[config.mk]
export PLATFORM = sky130hd
export DESIGN_NAME = touch_key_serial_reader_core
export DESIGN_NICKNAME = d
export VERILOG_FILES = /design/src/hdl/tksr_pkg.sv /design/src/hdl/tksr_cfg.sv /design/src/hdl/tksr_step.sv /design/src/hdl/tksr_out_buf.sv /design/src/hdl/touch_key_serial_reader_core.sv
export SDC_FILE = /design/constraint.sdc
export NUM_CORES = 1
export LEC_CHECK = 0
export BUFFER_PORTS_ARGS = -buffer_cell sky130_fd_sc_hd__clkbuf_2
export CAP_MARGIN = 20
export CELL_PAD_IN_SITES_DETAIL_PLACEMENT = 0
export CELL_PAD_IN_SITES_GLOBAL_PLACEMENT = 1
export CORE_ASPECT_RATIO = 0.6
export CORE_MARGIN = 3
export CORE_UTILIZATION = 45
export CTS_CLUSTER_DIAMETER = 150
export DETAILED_ROUTE_END_ITERATION = 12
export GPL_TIMING_DRIVEN = 1
export PLACE_DENSITY_LB_ADDON = 0.1
export SLEW_MARGIN = 40
export SYNTH_ARGS = -nofsm -noshare
export SYNTH_HDL_FRONTEND = slang
export SYNTH_SLANG_ARGS = --single-unit
[constraint.sdc]
create_clock -name i_clk -period 3.4 [get_ports i_clk]
set_input_delay 0.34 -clock i_clk [delete_from_list [all_inputs] [get_ports i_clk]]
set_output_delay 0.34 -clock i_clk [all_outputs]
set_load 0.005 [all_outputs]
[src/hdl/tksr_pkg.sv]
// shared types, codes and constants of the touch key serial reader
package tksr_pkg;

    localparam int unsigned KEY_BITS    = 16;
    localparam int unsigned KEY_NUM_W   = 5;
    localparam int unsigned BIT_POS_W   = 4;
    localparam int unsigned TIMER_W     = 16;
    localparam int unsigned APB_ADDR_W  = 5;
    localparam int unsigned APB_DATA_W  = 32;

    // request codes
    localparam logic [1:0] REQ_BLOCKING = 2'd1;
    localparam logic [1:0] REQ_POLLED   = 2'd2;

    // register indexes (byte address bits [4:2])
    localparam logic [2:0] REG_SIXTEEN_KEY_MODE    = 3'd0;
    localparam logic [2:0] REG_HALF_PERIOD_TICKS   = 3'd1;
    localparam logic [2:0] REG_VALID_TIMEOUT_TICKS = 3'd2;
    localparam logic [2:0] REG_VALID_SETTLE_TICKS  = 3'd3;
    localparam logic [2:0] REG_END_GAP_TICKS       = 3'd4;

    // register reset values
    localparam logic        RST_SIXTEEN_KEY_MODE    = 1'b0;
    localparam logic [7:0]  RST_HALF_PERIOD_TICKS   = 8'd2;
    localparam logic [15:0] RST_VALID_TIMEOUT_TICKS = 16'd50000;
    localparam logic [7:0]  RST_VALID_SETTLE_TICKS  = 8'd10;
    localparam logic [15:0] RST_END_GAP_TICKS       = 16'd2000;

    // key counts per mode
    localparam logic [KEY_NUM_W-1:0] NBITS_SIXTEEN = 5'd16;
    localparam logic [KEY_NUM_W-1:0] NBITS_EIGHT   = 5'd8;
    localparam logic [KEY_BITS-1:0]  MASK_SIXTEEN  = 16'hFFFF;
    localparam logic [KEY_BITS-1:0]  MASK_EIGHT    = 16'h00FF;

    typedef enum logic [2:0] {
        PH_IDLE      = 3'd0,
        PH_WAIT_LOW  = 3'd1,
        PH_WAIT_HIGH = 3'd2,
        PH_SETTLE    = 3'd3,
        PH_CLK_LOW   = 3'd4,
        PH_CLK_HIGH  = 3'd5,
        PH_GAP       = 3'd6
    } t_phase;

    typedef struct packed {
        logic        sixteen_key_mode;
        logic [7:0]  half_period_ticks;
        logic [15:0] valid_timeout_ticks;
        logic [7:0]  valid_settle_ticks;
        logic [15:0] end_gap_ticks;
    } t_cfg;

    typedef struct packed {
        logic                 scl_level;
        logic                 busy_res;
        logic                 read_done;
        logic                 timed_out;
        logic [KEY_BITS-1:0]  key_mask;
        logic [KEY_NUM_W-1:0] key_number;
    } t_result;

    // highest set bit, 1-based, 0 when the mask is empty
    function automatic logic [KEY_NUM_W-1:0] highest_key(input logic [KEY_BITS-1:0] mask);
        logic [KEY_NUM_W-1:0] num;
        num = '0;
        for (int k = 0; k < KEY_BITS; k++) begin
            if (mask[k]) begin
                num = KEY_NUM_W'(k + 1);
            end
        end
        return num;
    endfunction

endpackage

[src/hdl/tksr_cfg.sv]
// apb configuration registers of the touch key serial reader
module tksr_cfg (
    input  logic                              i_clk,
    input  logic                              i_rst_n,
    input  logic                              psel,
    input  logic                              penable,
    input  logic                              pwrite,
    input  logic [tksr_pkg::APB_ADDR_W-1:0]   paddr,
    input  logic [tksr_pkg::APB_DATA_W-1:0]   pwdata,
    output logic [tksr_pkg::APB_DATA_W-1:0]   prdata,
    output logic                              pready,
    output tksr_pkg::t_cfg                    o_cfg
);
    import tksr_pkg::*;

    t_cfg       r_cfg;
    logic [2:0] reg_idx;
    logic       wr_en;

    assign pready  = 1'b1;
    assign reg_idx = paddr[4:2];
    assign wr_en   = psel & penable & pwrite & pready;

    always_ff @(posedge i_clk) begin
        if (!i_rst_n) begin
            r_cfg.sixteen_key_mode    <= RST_SIXTEEN_KEY_MODE;
            r_cfg.half_period_ticks   <= RST_HALF_PERIOD_TICKS;
            r_cfg.valid_timeout_ticks <= RST_VALID_TIMEOUT_TICKS;
            r_cfg.valid_settle_ticks  <= RST_VALID_SETTLE_TICKS;
            r_cfg.end_gap_ticks       <= RST_END_GAP_TICKS;
        end else if (wr_en) begin
            unique case (reg_idx)
                REG_SIXTEEN_KEY_MODE:    r_cfg.sixteen_key_mode    <= pwdata[0];
                REG_HALF_PERIOD_TICKS:   r_cfg.half_period_ticks   <= pwdata[7:0];
                REG_VALID_TIMEOUT_TICKS: r_cfg.valid_timeout_ticks <= pwdata[15:0];
                REG_VALID_SETTLE_TICKS:  r_cfg.valid_settle_ticks  <= pwdata[7:0];
                REG_END_GAP_TICKS:       r_cfg.end_gap_ticks       <= pwdata[15:0];
                default: ;
            endcase
        end
    end

    always_comb begin
        unique case (reg_idx)
            REG_SIXTEEN_KEY_MODE:    prdata = {31'd0, r_cfg.sixteen_key_mode};
            REG_HALF_PERIOD_TICKS:   prdata = {24'd0, r_cfg.half_period_ticks};
            REG_VALID_TIMEOUT_TICKS: prdata = {16'd0, r_cfg.valid_timeout_ticks};
            REG_VALID_SETTLE_TICKS:  prdata = {24'd0, r_cfg.valid_settle_ticks};
            REG_END_GAP_TICKS:       prdata = {16'd0, r_cfg.end_gap_ticks};
            default:                 prdata = '0;
        endcase
    end

    assign o_cfg = r_cfg;

endmodule

[src/hdl/tksr_step.sv]
// per-tick read sequencer: phase state, timers, key sampling and held keys
module tksr_step (
    input  logic              i_clk,
    input  logic              i_rst_n,
    input  logic              i_accept,
    input  logic [1:0]        i_req_type,
    input  logic              i_sdo_level,
    input  tksr_pkg::t_cfg    i_cfg,
    output tksr_pkg::t_result o_res
);
    import tksr_pkg::*;

    t_phase               r_phase,  n_phase;
    logic [TIMER_W-1:0]   r_timer,  n_timer;
    logic [TIMER_W-1:0]   r_budget, n_budget;
    logic                 r_polled, n_polled;
    logic [BIT_POS_W-1:0] r_bit,    n_bit;
    logic [KEY_BITS-1:0]  r_wmask,  n_wmask;
    logic [KEY_BITS-1:0]  r_hmask,  n_hmask;
    logic [KEY_NUM_W-1:0] r_hnum,   n_hnum;

    logic                 done;
    logic                 tout;
    logic [TIMER_W-1:0]   budget_dec;
    logic [TIMER_W-1:0]   half_reload;
    logic [KEY_NUM_W-1:0] nbits;
    logic [KEY_NUM_W-1:0] bit_next;
    logic [KEY_BITS-1:0]  final_mask;

    assign budget_dec  = r_budget - 16'd1;
    assign half_reload = (i_cfg.half_period_ticks == 8'd0) ? '0
                       : {8'd0, i_cfg.half_period_ticks - 8'd1};
    assign nbits       = i_cfg.sixteen_key_mode ? NBITS_SIXTEEN : NBITS_EIGHT;
    assign bit_next    = {1'b0, r_bit} + 5'd1;
    assign final_mask  = r_wmask & (i_cfg.sixteen_key_mode ? MASK_SIXTEEN : MASK_EIGHT);

    always_comb begin
        n_phase  = r_phase;
        n_timer  = r_timer;
        n_budget = r_budget;
        n_polled = r_polled;
        n_bit    = r_bit;
        n_wmask  = r_wmask;
        n_hmask  = r_hmask;
        n_hnum   = r_hnum;
        done     = 1'b0;
        tout     = 1'b0;
        unique case (r_phase)
            PH_IDLE: begin
                if (i_req_type == REQ_BLOCKING || i_req_type == REQ_POLLED) begin
                    n_polled = (i_req_type == REQ_POLLED);
                    n_budget = i_cfg.valid_timeout_ticks;
                    n_phase  = PH_WAIT_LOW;
                end
            end
            PH_WAIT_LOW, PH_WAIT_HIGH: begin
                if (i_sdo_level == (r_phase == PH_WAIT_HIGH)) begin
                    if (r_phase == PH_WAIT_LOW) begin
                        n_phase = PH_WAIT_HIGH;
                    end else begin
                        n_phase = PH_SETTLE;
                        n_timer = {8'd0, i_cfg.valid_settle_ticks};
                    end
                end else if (r_polled) begin
                    n_budget = budget_dec;
                    if (budget_dec == '0) begin
                        n_phase = PH_IDLE;
                        done    = 1'b1;
                        tout    = 1'b1;
                    end
                end
            end
            PH_SETTLE: begin
                if (r_timer == '0) begin
                    n_phase = PH_CLK_LOW;
                    n_timer = half_reload;
                    n_bit   = '0;
                    n_wmask = '0;
                end else begin
                    n_timer = r_timer - 16'd1;
                end
            end
            PH_CLK_LOW: begin
                if (r_timer == '0) begin
                    // key bit is active low on the data line
                    if (!i_sdo_level) begin
                        n_wmask = r_wmask | (16'd1 << r_bit);
                    end
                    n_phase = PH_CLK_HIGH;
                    n_timer = half_reload;
                end else begin
                    n_timer = r_timer - 16'd1;
                end
            end
            PH_CLK_HIGH: begin
                if (r_timer == '0) begin
                    if (bit_next >= nbits) begin
                        n_phase = PH_GAP;
                        n_timer = i_cfg.end_gap_ticks;
                    end else begin
                        n_bit   = bit_next[BIT_POS_W-1:0];
                        n_phase = PH_CLK_LOW;
                        n_timer = half_reload;
                    end
                end else begin
                    n_timer = r_timer - 16'd1;
                end
            end
            PH_GAP: begin
                if (r_timer == '0) begin
                    n_hmask = final_mask;
                    n_hnum  = highest_key(final_mask);
                    n_phase = PH_IDLE;
                    done    = 1'b1;
                end else begin
                    n_timer = r_timer - 16'd1;
                end
            end
            default: n_phase = PH_IDLE;
        endcase
    end

    always_ff @(posedge i_clk) begin
        if (!i_rst_n) begin
            r_phase  <= PH_IDLE;
            r_timer  <= '0;
            r_budget <= '0;
            r_polled <= 1'b0;
            r_bit    <= '0;
            r_wmask  <= '0;
            r_hmask  <= '0;
            r_hnum   <= '0;
        end else if (i_accept) begin
            r_phase  <= n_phase;
            r_timer  <= n_timer;
            r_budget <= n_budget;
            r_polled <= n_polled;
            r_bit    <= n_bit;
            r_wmask  <= n_wmask;
            r_hmask  <= n_hmask;
            r_hnum   <= n_hnum;
        end
    end

    always_comb begin
        o_res.scl_level  = (n_phase != PH_CLK_LOW);
        o_res.busy_res   = (n_phase != PH_IDLE);
        o_res.read_done  = done;
        o_res.timed_out  = tout;
        o_res.key_mask   = n_hmask;
        o_res.key_number = n_hnum;
    end

`ifndef SYNTH
    a_tout_done: assert property (@(posedge i_clk) disable iff (!i_rst_n)
        o_res.timed_out |-> o_res.read_done)
        else $error("timeout without done pulse");
    a_done_idle: assert property (@(posedge i_clk) disable iff (!i_rst_n)
        o_res.read_done |-> !o_res.busy_res)
        else $error("done pulse while still busy");
    a_held_pair: assert property (@(posedge i_clk) disable iff (!i_rst_n)
        (r_hmask == '0) == (r_hnum == '0))
        else $error("held key number disagrees with held mask");
    a_stall_holds: assert property (@(posedge i_clk) disable iff (!i_rst_n)
        !i_accept |=> $stable(r_phase) && $stable(r_timer))
        else $error("sequencer moved without an accepted tick");
`endif

endmodule

[src/hdl/tksr_out_buf.sv]
// two-entry result buffer between the sequencer and the output channel
module tksr_out_buf (
    input  logic              i_clk,
    input  logic              i_rst_n,
    input  logic              i_push,
    input  tksr_pkg::t_result i_res,
    output logic              o_can_push,
    output logic              o_valid,
    input  logic              i_ready,
    output tksr_pkg::t_result o_res
);
    import tksr_pkg::*;

    t_result    r_mem [2];
    logic       r_wr_ptr;
    logic       r_rd_ptr;
    logic [1:0] r_count;
    logic       pop;

    assign o_can_push = (r_count != 2'd2);
    assign o_valid    = (r_count != 2'd0);
    assign pop        = o_valid & i_ready;
    assign o_res      = r_mem[r_rd_ptr];

    always_ff @(posedge i_clk) begin
        if (i_push) begin
            r_mem[r_wr_ptr] <= i_res;
        end
    end

    always_ff @(posedge i_clk) begin
        if (!i_rst_n) begin
            r_wr_ptr <= 1'b0;
            r_rd_ptr <= 1'b0;
            r_count  <= 2'd0;
        end else begin
            if (i_push) begin
                r_wr_ptr <= ~r_wr_ptr;
            end
            if (pop) begin
                r_rd_ptr <= ~r_rd_ptr;
            end
            r_count <= r_count + {1'b0, i_push} - {1'b0, pop};
        end
    end

`ifndef SYNTH
    a_no_overflow: assert property (@(posedge i_clk) disable iff (!i_rst_n)
        r_count != 2'd3)
        else $error("result buffer count out of range");
    a_ptr_count: assert property (@(posedge i_clk) disable iff (!i_rst_n)
        (r_count == 2'd1) == (r_wr_ptr != r_rd_ptr))
        else $error("result buffer pointers disagree with count");
    a_push_room: assert property (@(posedge i_clk) disable iff (!i_rst_n)
        i_push |-> o_can_push)
        else $error("push into a full result buffer");
`endif

endmodule

[src/hdl/touch_key_serial_reader_core.sv]
// top level of the two-wire touch key serial reader
//
// channel | direction | handshake           | word
// --------+-----------+---------------------+-----------------------------------------
// tick    | in        | i_valid / o_ready   | i_req_type, i_sdo_level
// result  | out       | o_valid / i_ready   | o_scl_level, o_busy_res, o_read_done,
//         |           |                     | o_timed_out, o_key_mask, o_key_number
// config  | in        | apb psel / penable  | paddr, pwdata, prdata (5 registers)
//
// one tick word is taken every clock while o_ready is high; its result word is registered in the result buffer
// the sequencer state and the next-state logic form a single registered pass per tick
// a two-entry result buffer keeps o_ready high while one result waits on i_ready
// i_rst_n is synchronous: sequencer goes idle, keys clear, registers take reset values
// with the result side stalled twice, o_ready drops until a result word leaves
module touch_key_serial_reader_core (
    input  logic                              i_clk,
    input  logic                              i_rst_n,
    // tick words
    input  logic                              i_valid,
    output logic                              o_ready,
    input  logic [1:0]                        i_req_type,
    input  logic                              i_sdo_level,
    // result words
    output logic                              o_valid,
    input  logic                              i_ready,
    output logic                              o_scl_level,
    output logic                              o_busy_res,
    output logic                              o_read_done,
    output logic                              o_timed_out,
    output logic [tksr_pkg::KEY_BITS-1:0]     o_key_mask,
    output logic [tksr_pkg::KEY_NUM_W-1:0]    o_key_number,
    // configuration
    input  logic                              psel,
    input  logic                              penable,
    input  logic                              pwrite,
    input  logic [tksr_pkg::APB_ADDR_W-1:0]   paddr,
    input  logic [tksr_pkg::APB_DATA_W-1:0]   pwdata,
    output logic [tksr_pkg::APB_DATA_W-1:0]   prdata,
    output logic                              pready
);
    import tksr_pkg::*;

    t_cfg    cfg;
    t_result step_res;
    t_result buf_res;
    logic    can_push;
    logic    tick_accept;

    // a tick is taken whenever the result buffer has a free slot
    assign o_ready     = can_push;
    assign tick_accept = i_valid & can_push;

    tksr_cfg u_cfg (
        .i_clk   (i_clk),
        .i_rst_n (i_rst_n),
        .psel    (psel),
        .penable (penable),
        .pwrite  (pwrite),
        .paddr   (paddr),
        .pwdata  (pwdata),
        .prdata  (prdata),
        .pready  (pready),
        .o_cfg   (cfg)
    );

    // phase sequencer: data-valid waits, settle, clock pulses, end gap
    tksr_step u_step (
        .i_clk       (i_clk),
        .i_rst_n     (i_rst_n),
        .i_accept    (tick_accept),
        .i_req_type  (i_req_type),
        .i_sdo_level (i_sdo_level),
        .i_cfg       (cfg),
        .o_res       (step_res)
    );

    // result words wait here for the downstream side
    tksr_out_buf u_out_buf (
        .i_clk      (i_clk),
        .i_rst_n    (i_rst_n),
        .i_push     (tick_accept),
        .i_res      (step_res),
        .o_can_push (can_push),
        .o_valid    (o_valid),
        .i_ready    (i_ready),
        .o_res      (buf_res)
    );

    assign o_scl_level  = buf_res.scl_level;
    assign o_busy_res   = buf_res.busy_res;
    assign o_read_done  = buf_res.read_done;
    assign o_timed_out  = buf_res.timed_out;
    assign o_key_mask   = buf_res.key_mask;
    assign o_key_number = buf_res.key_number;

endmodule
==> results.json <==
{
  "outcome": "completed",
  "synth_top_family_by_area": "simple AND/OR/NAND/NOR gates",
  "cp.arrival_ns": 3.12,
  "cts_buffers": 17,
  "worst-path-max-fanout": 9,
  "drt_pass1_iterations": 5,
  "ant_nets": 0,
  "cpMostUsedCell": "a2111o_1",
  "worstSetupPathType": "register to register",
  "clock_power_share_pct": 28.4,
  "area_delta_synth_final_pct": 13.1,
  "max-vdd-ir-drop_mv": 0.379,
  "async_flop_share_pct": 0,
  "hold_viol": 0,
  "setup_tns_ns": 0,
  "synthMuxAreaShare_pct": 6.05,
  "drt_iter0_drc": 749,
  "die_y_um": 117,
  "numPortBuffers": 71,
  "place.gp.congestion": 0.831,
  "htreeDepth": 4,
  "p_int_mw": 4.44,
  "drive_gt1_share_pct": 17.3,
  "fin_cells": 1398,
  "gr-total-overflow": 0,
  "syn_area_mm2": 0.00929,
  "ys.flop_type": "dfxtp_1",
  "synth_simple_gate_area_share_pct": 21.3,
  "antenna_found_initial": 0,
  "ys_warn_count": 0,
  "synthCells": 1050,
  "hp-class": "primary input to register",
  "setup_viol": 0,
  "maxCapViolations": 0,
  "holdBufCountCts": 0,
  "drv_slew": 0,
  "wl_per_cell_um": 19.1,
  "ys_types": 76,
  "holdPathStages": 3,
  "netSwitchingPower_mw": 2.39,
  "post-route-period-util_pct": 86.5,
  "post-cts-setup-buffers": 0,
  "critPathLaunchType": "register",
  "grt_max_degree": 46,
  "place_hpwl_um": 19300,
  "clk_latency_ns": 0.44,
  "nFillCells": 1956,
  "ff2ff_path_depth": 6,
  "synth_seq_area_share_pct": 44.4,
  "avgSynthCellArea_um2": 8.85,
  "r2r_start": "u_step.r_budget[3]",
  "r2r_slack_ns": 0.46,
  "die_w_um": 191,
  "synth_xor_area_share_pct": 2.64,
  "period_needed_ns": 2.94,
  "dp.cells": 1366,
  "relSlewSlack_pct": 44.2,
  "core-area_mm2": 0.0201,
  "leakage_nw": 4.05,
  "io_pins": 107,
  "worstSetupEndpointType": "register",
  "cpPeakStageDelay_ns": 0.61,
  "max_freq_ghz": 0.340,
  "dieArea_mm2": 0.0225,
  "grt_pass1_wl_um": 42100,
  "synth_fa_ha_area_share_pct": 2.42,
  "seq_power_share_pct": 38.7,
  "grt_setup_unrepaired": "no",
  "r2r_end": "u_out_buf.r_mem[1][23]",
  "via_per_inst": 5.69,
  "cts_resized": 0,
  "vias": 7950,
  "drt_wl_total_um": 26800,
  "antenna_cells": 0,
  "clockBufferDepth": 2,
  "path_clk_slew_ns": 0.07,
  "crit_chain": "or4_4, or3_4, a2111o_1, a2111o_1, a211oi_2, nand2_1",
  "cts_tree": "built",
  "power_frac_comb_pct": 32.9,
  "p_sw_share_pct": 35.0,
  "path_depth": 6,
  "ys_seq_elements": 181,
  "clock_sinks": 181,
  "final_cell_mix": "156 x nand2_1, 131 x dfxtp_1, 107 x nor2_1",
  "cts_root_buf": "clkbuf_16",
  "p_per_area_mw_per_mm2": 650,
  "crit_path_top_delay_cell": "or4_4",
  "final_common_cell": "nand2_1",
  "start_util_pct": 46.2,
  "fin_nets": 1177,
  "hold_end": "u_cfg.o_cfg[11]",
  "required_ns": 3.58,
  "crit_family": "simple AND/OR/NAND/NOR gates",
  "track_usage_pct": 24.5,
  "core.rowCount": 40,
  "synth_edf_count": 50,
  "tightest_slew_ns": 0.832,
  "drc_errors": 0,
  "finalClockSkew_ns": 0.00818,
  "cp.buffers_inverters": 0,
  "synth-compound-area-share_pct": 17.7,
  "grt_pass1_vias": 7216,
  "worstHoldStart": "pwdata[11]"
}
[cell families after synthesis]
group | Yosys count
fa+ha+maj | 18
xor+xnor | 28
buf+inv | 109
compound gates | 247
simple gates | 414
mux | 51
flops | 181
other cells | 2
[cell type report]
class	instances	area, um2	share of cell area [%]
clock buffer	17	425	4.05
inverter	30	113	1.07
timing repair buffer	107	626	5.96
multi-input combinational	775	4720	45.0
sequential	181	4120	39.3
clock inverter	15	148	1.41
tap	273	342	3.25
[power groups by stage]
stage	clock [mW]	combinational, mW	sequential, mW
final	1.94	2.24	2.64
after global routing	2.05	2.51	2.67
after CTS	1.98	2.23	2.64
after detailed placement	0	2.21	2.68
after global placement	0	2.21	2.67
after floorplan	0	1.61	2.64
[how the worst max path moves through the flow]
stage	start	to	slack (ns)
after detailed placement	u_step.r_budget[3]	u_out_buf.r_mem[1][24]	0.51
final	u_step.r_budget[3]	u_out_buf.r_mem[1][23]	0.46
after global placement	u_step.r_budget[3]	u_out_buf.r_mem[0][24]	0.52
after CTS	u_step.r_budget[3]	u_out_buf.r_mem[1][24]	0.49
after global routing	u_step.r_timer[7]	u_step.r_timer[6]	0.26
after floorplan	u_step.r_bit[0]	u_out_buf.r_mem[0][23]	0.65
[synth_stat cells (all sizes together) (15+ instances only)]
| library cell | n | area, um2 |
|---|---|---|
| inv | 30 | 113 |
| a311oi | 16 | 140 |
| nand2 | 156 | 586 |
| nor2 | 111 | 427 |
| or3 | 15 | 98.8 |
| nand3 | 33 | 165 |
| mux2 | 31 | 349 |
| mux2i | 19 | 190 |
| xnor2 | 15 | 131 |
| nor3 | 24 | 131 |
| ha | 18 | 225 |
| dfxtp | 131 | 2620 |
| edfxtp | 50 | 1500 |
| buf | 31 | 209 |
| clkbuf | 48 | 180 |
| a21oi | 84 | 420 |
| o21ai | 47 | 235 |
| a22o | 15 | 131 |
| a22oi | 16 | 120 |
[per-layer routing]
metal  global-route usage, %  wire (um)
met5                       0          0
met4                    5.37        200
met3                    5.83       2030
met2                    32.4      10200
met1                    39.4      14300
[worst reg2reg max path, cell delays in order, from the launching register on]
cell and delay (ns):
dfxtp_1 0.39, or4_4 0.61, or3_4 0.43, a2111o_1 0.41, a2111o_1 0.44, a211oi_2 0.28
nand2_1 0.11
[sequential cells by signal (all words and copies together), names as in the netlist, 4 cells and up, named ones only]
signal / flops
u_step.r_wmask: 16
u_step.r_hmask: 16
u_step.r_hnum: 5
u_cfg.o_cfg: 49
u_step.r_bit: 4
u_out_buf.r_mem: 50
u_step.r_budget: 16
u_step.r_timer: 16
[metrics by stage]
| stage | util (%) | setup slack [ns] | total power, mW | hold WS, ns | instance area [um2] |
|---|---|---|---|---|---|
| final | 52.2 | 0.460 | 6.82 | 0.129 | 10500 |
| after global routing | 52.2 | 0.262 | 7.22 | 0.121 | 10500 |
| after CTS | 52.2 | 0.488 | 6.85 | 0.111 | 10500 |
| after detailed placement | 49.3 | 0.513 | 4.89 | 0.458 | 9920 |
| after global placement | 49.3 | 0.519 | 4.89 | 0.441 | 9920 |
| after floorplan | - | 0.651 | 4.25 | 0.434 | 9340 |
Note: power is estimated with default switching activity, not from simulation.
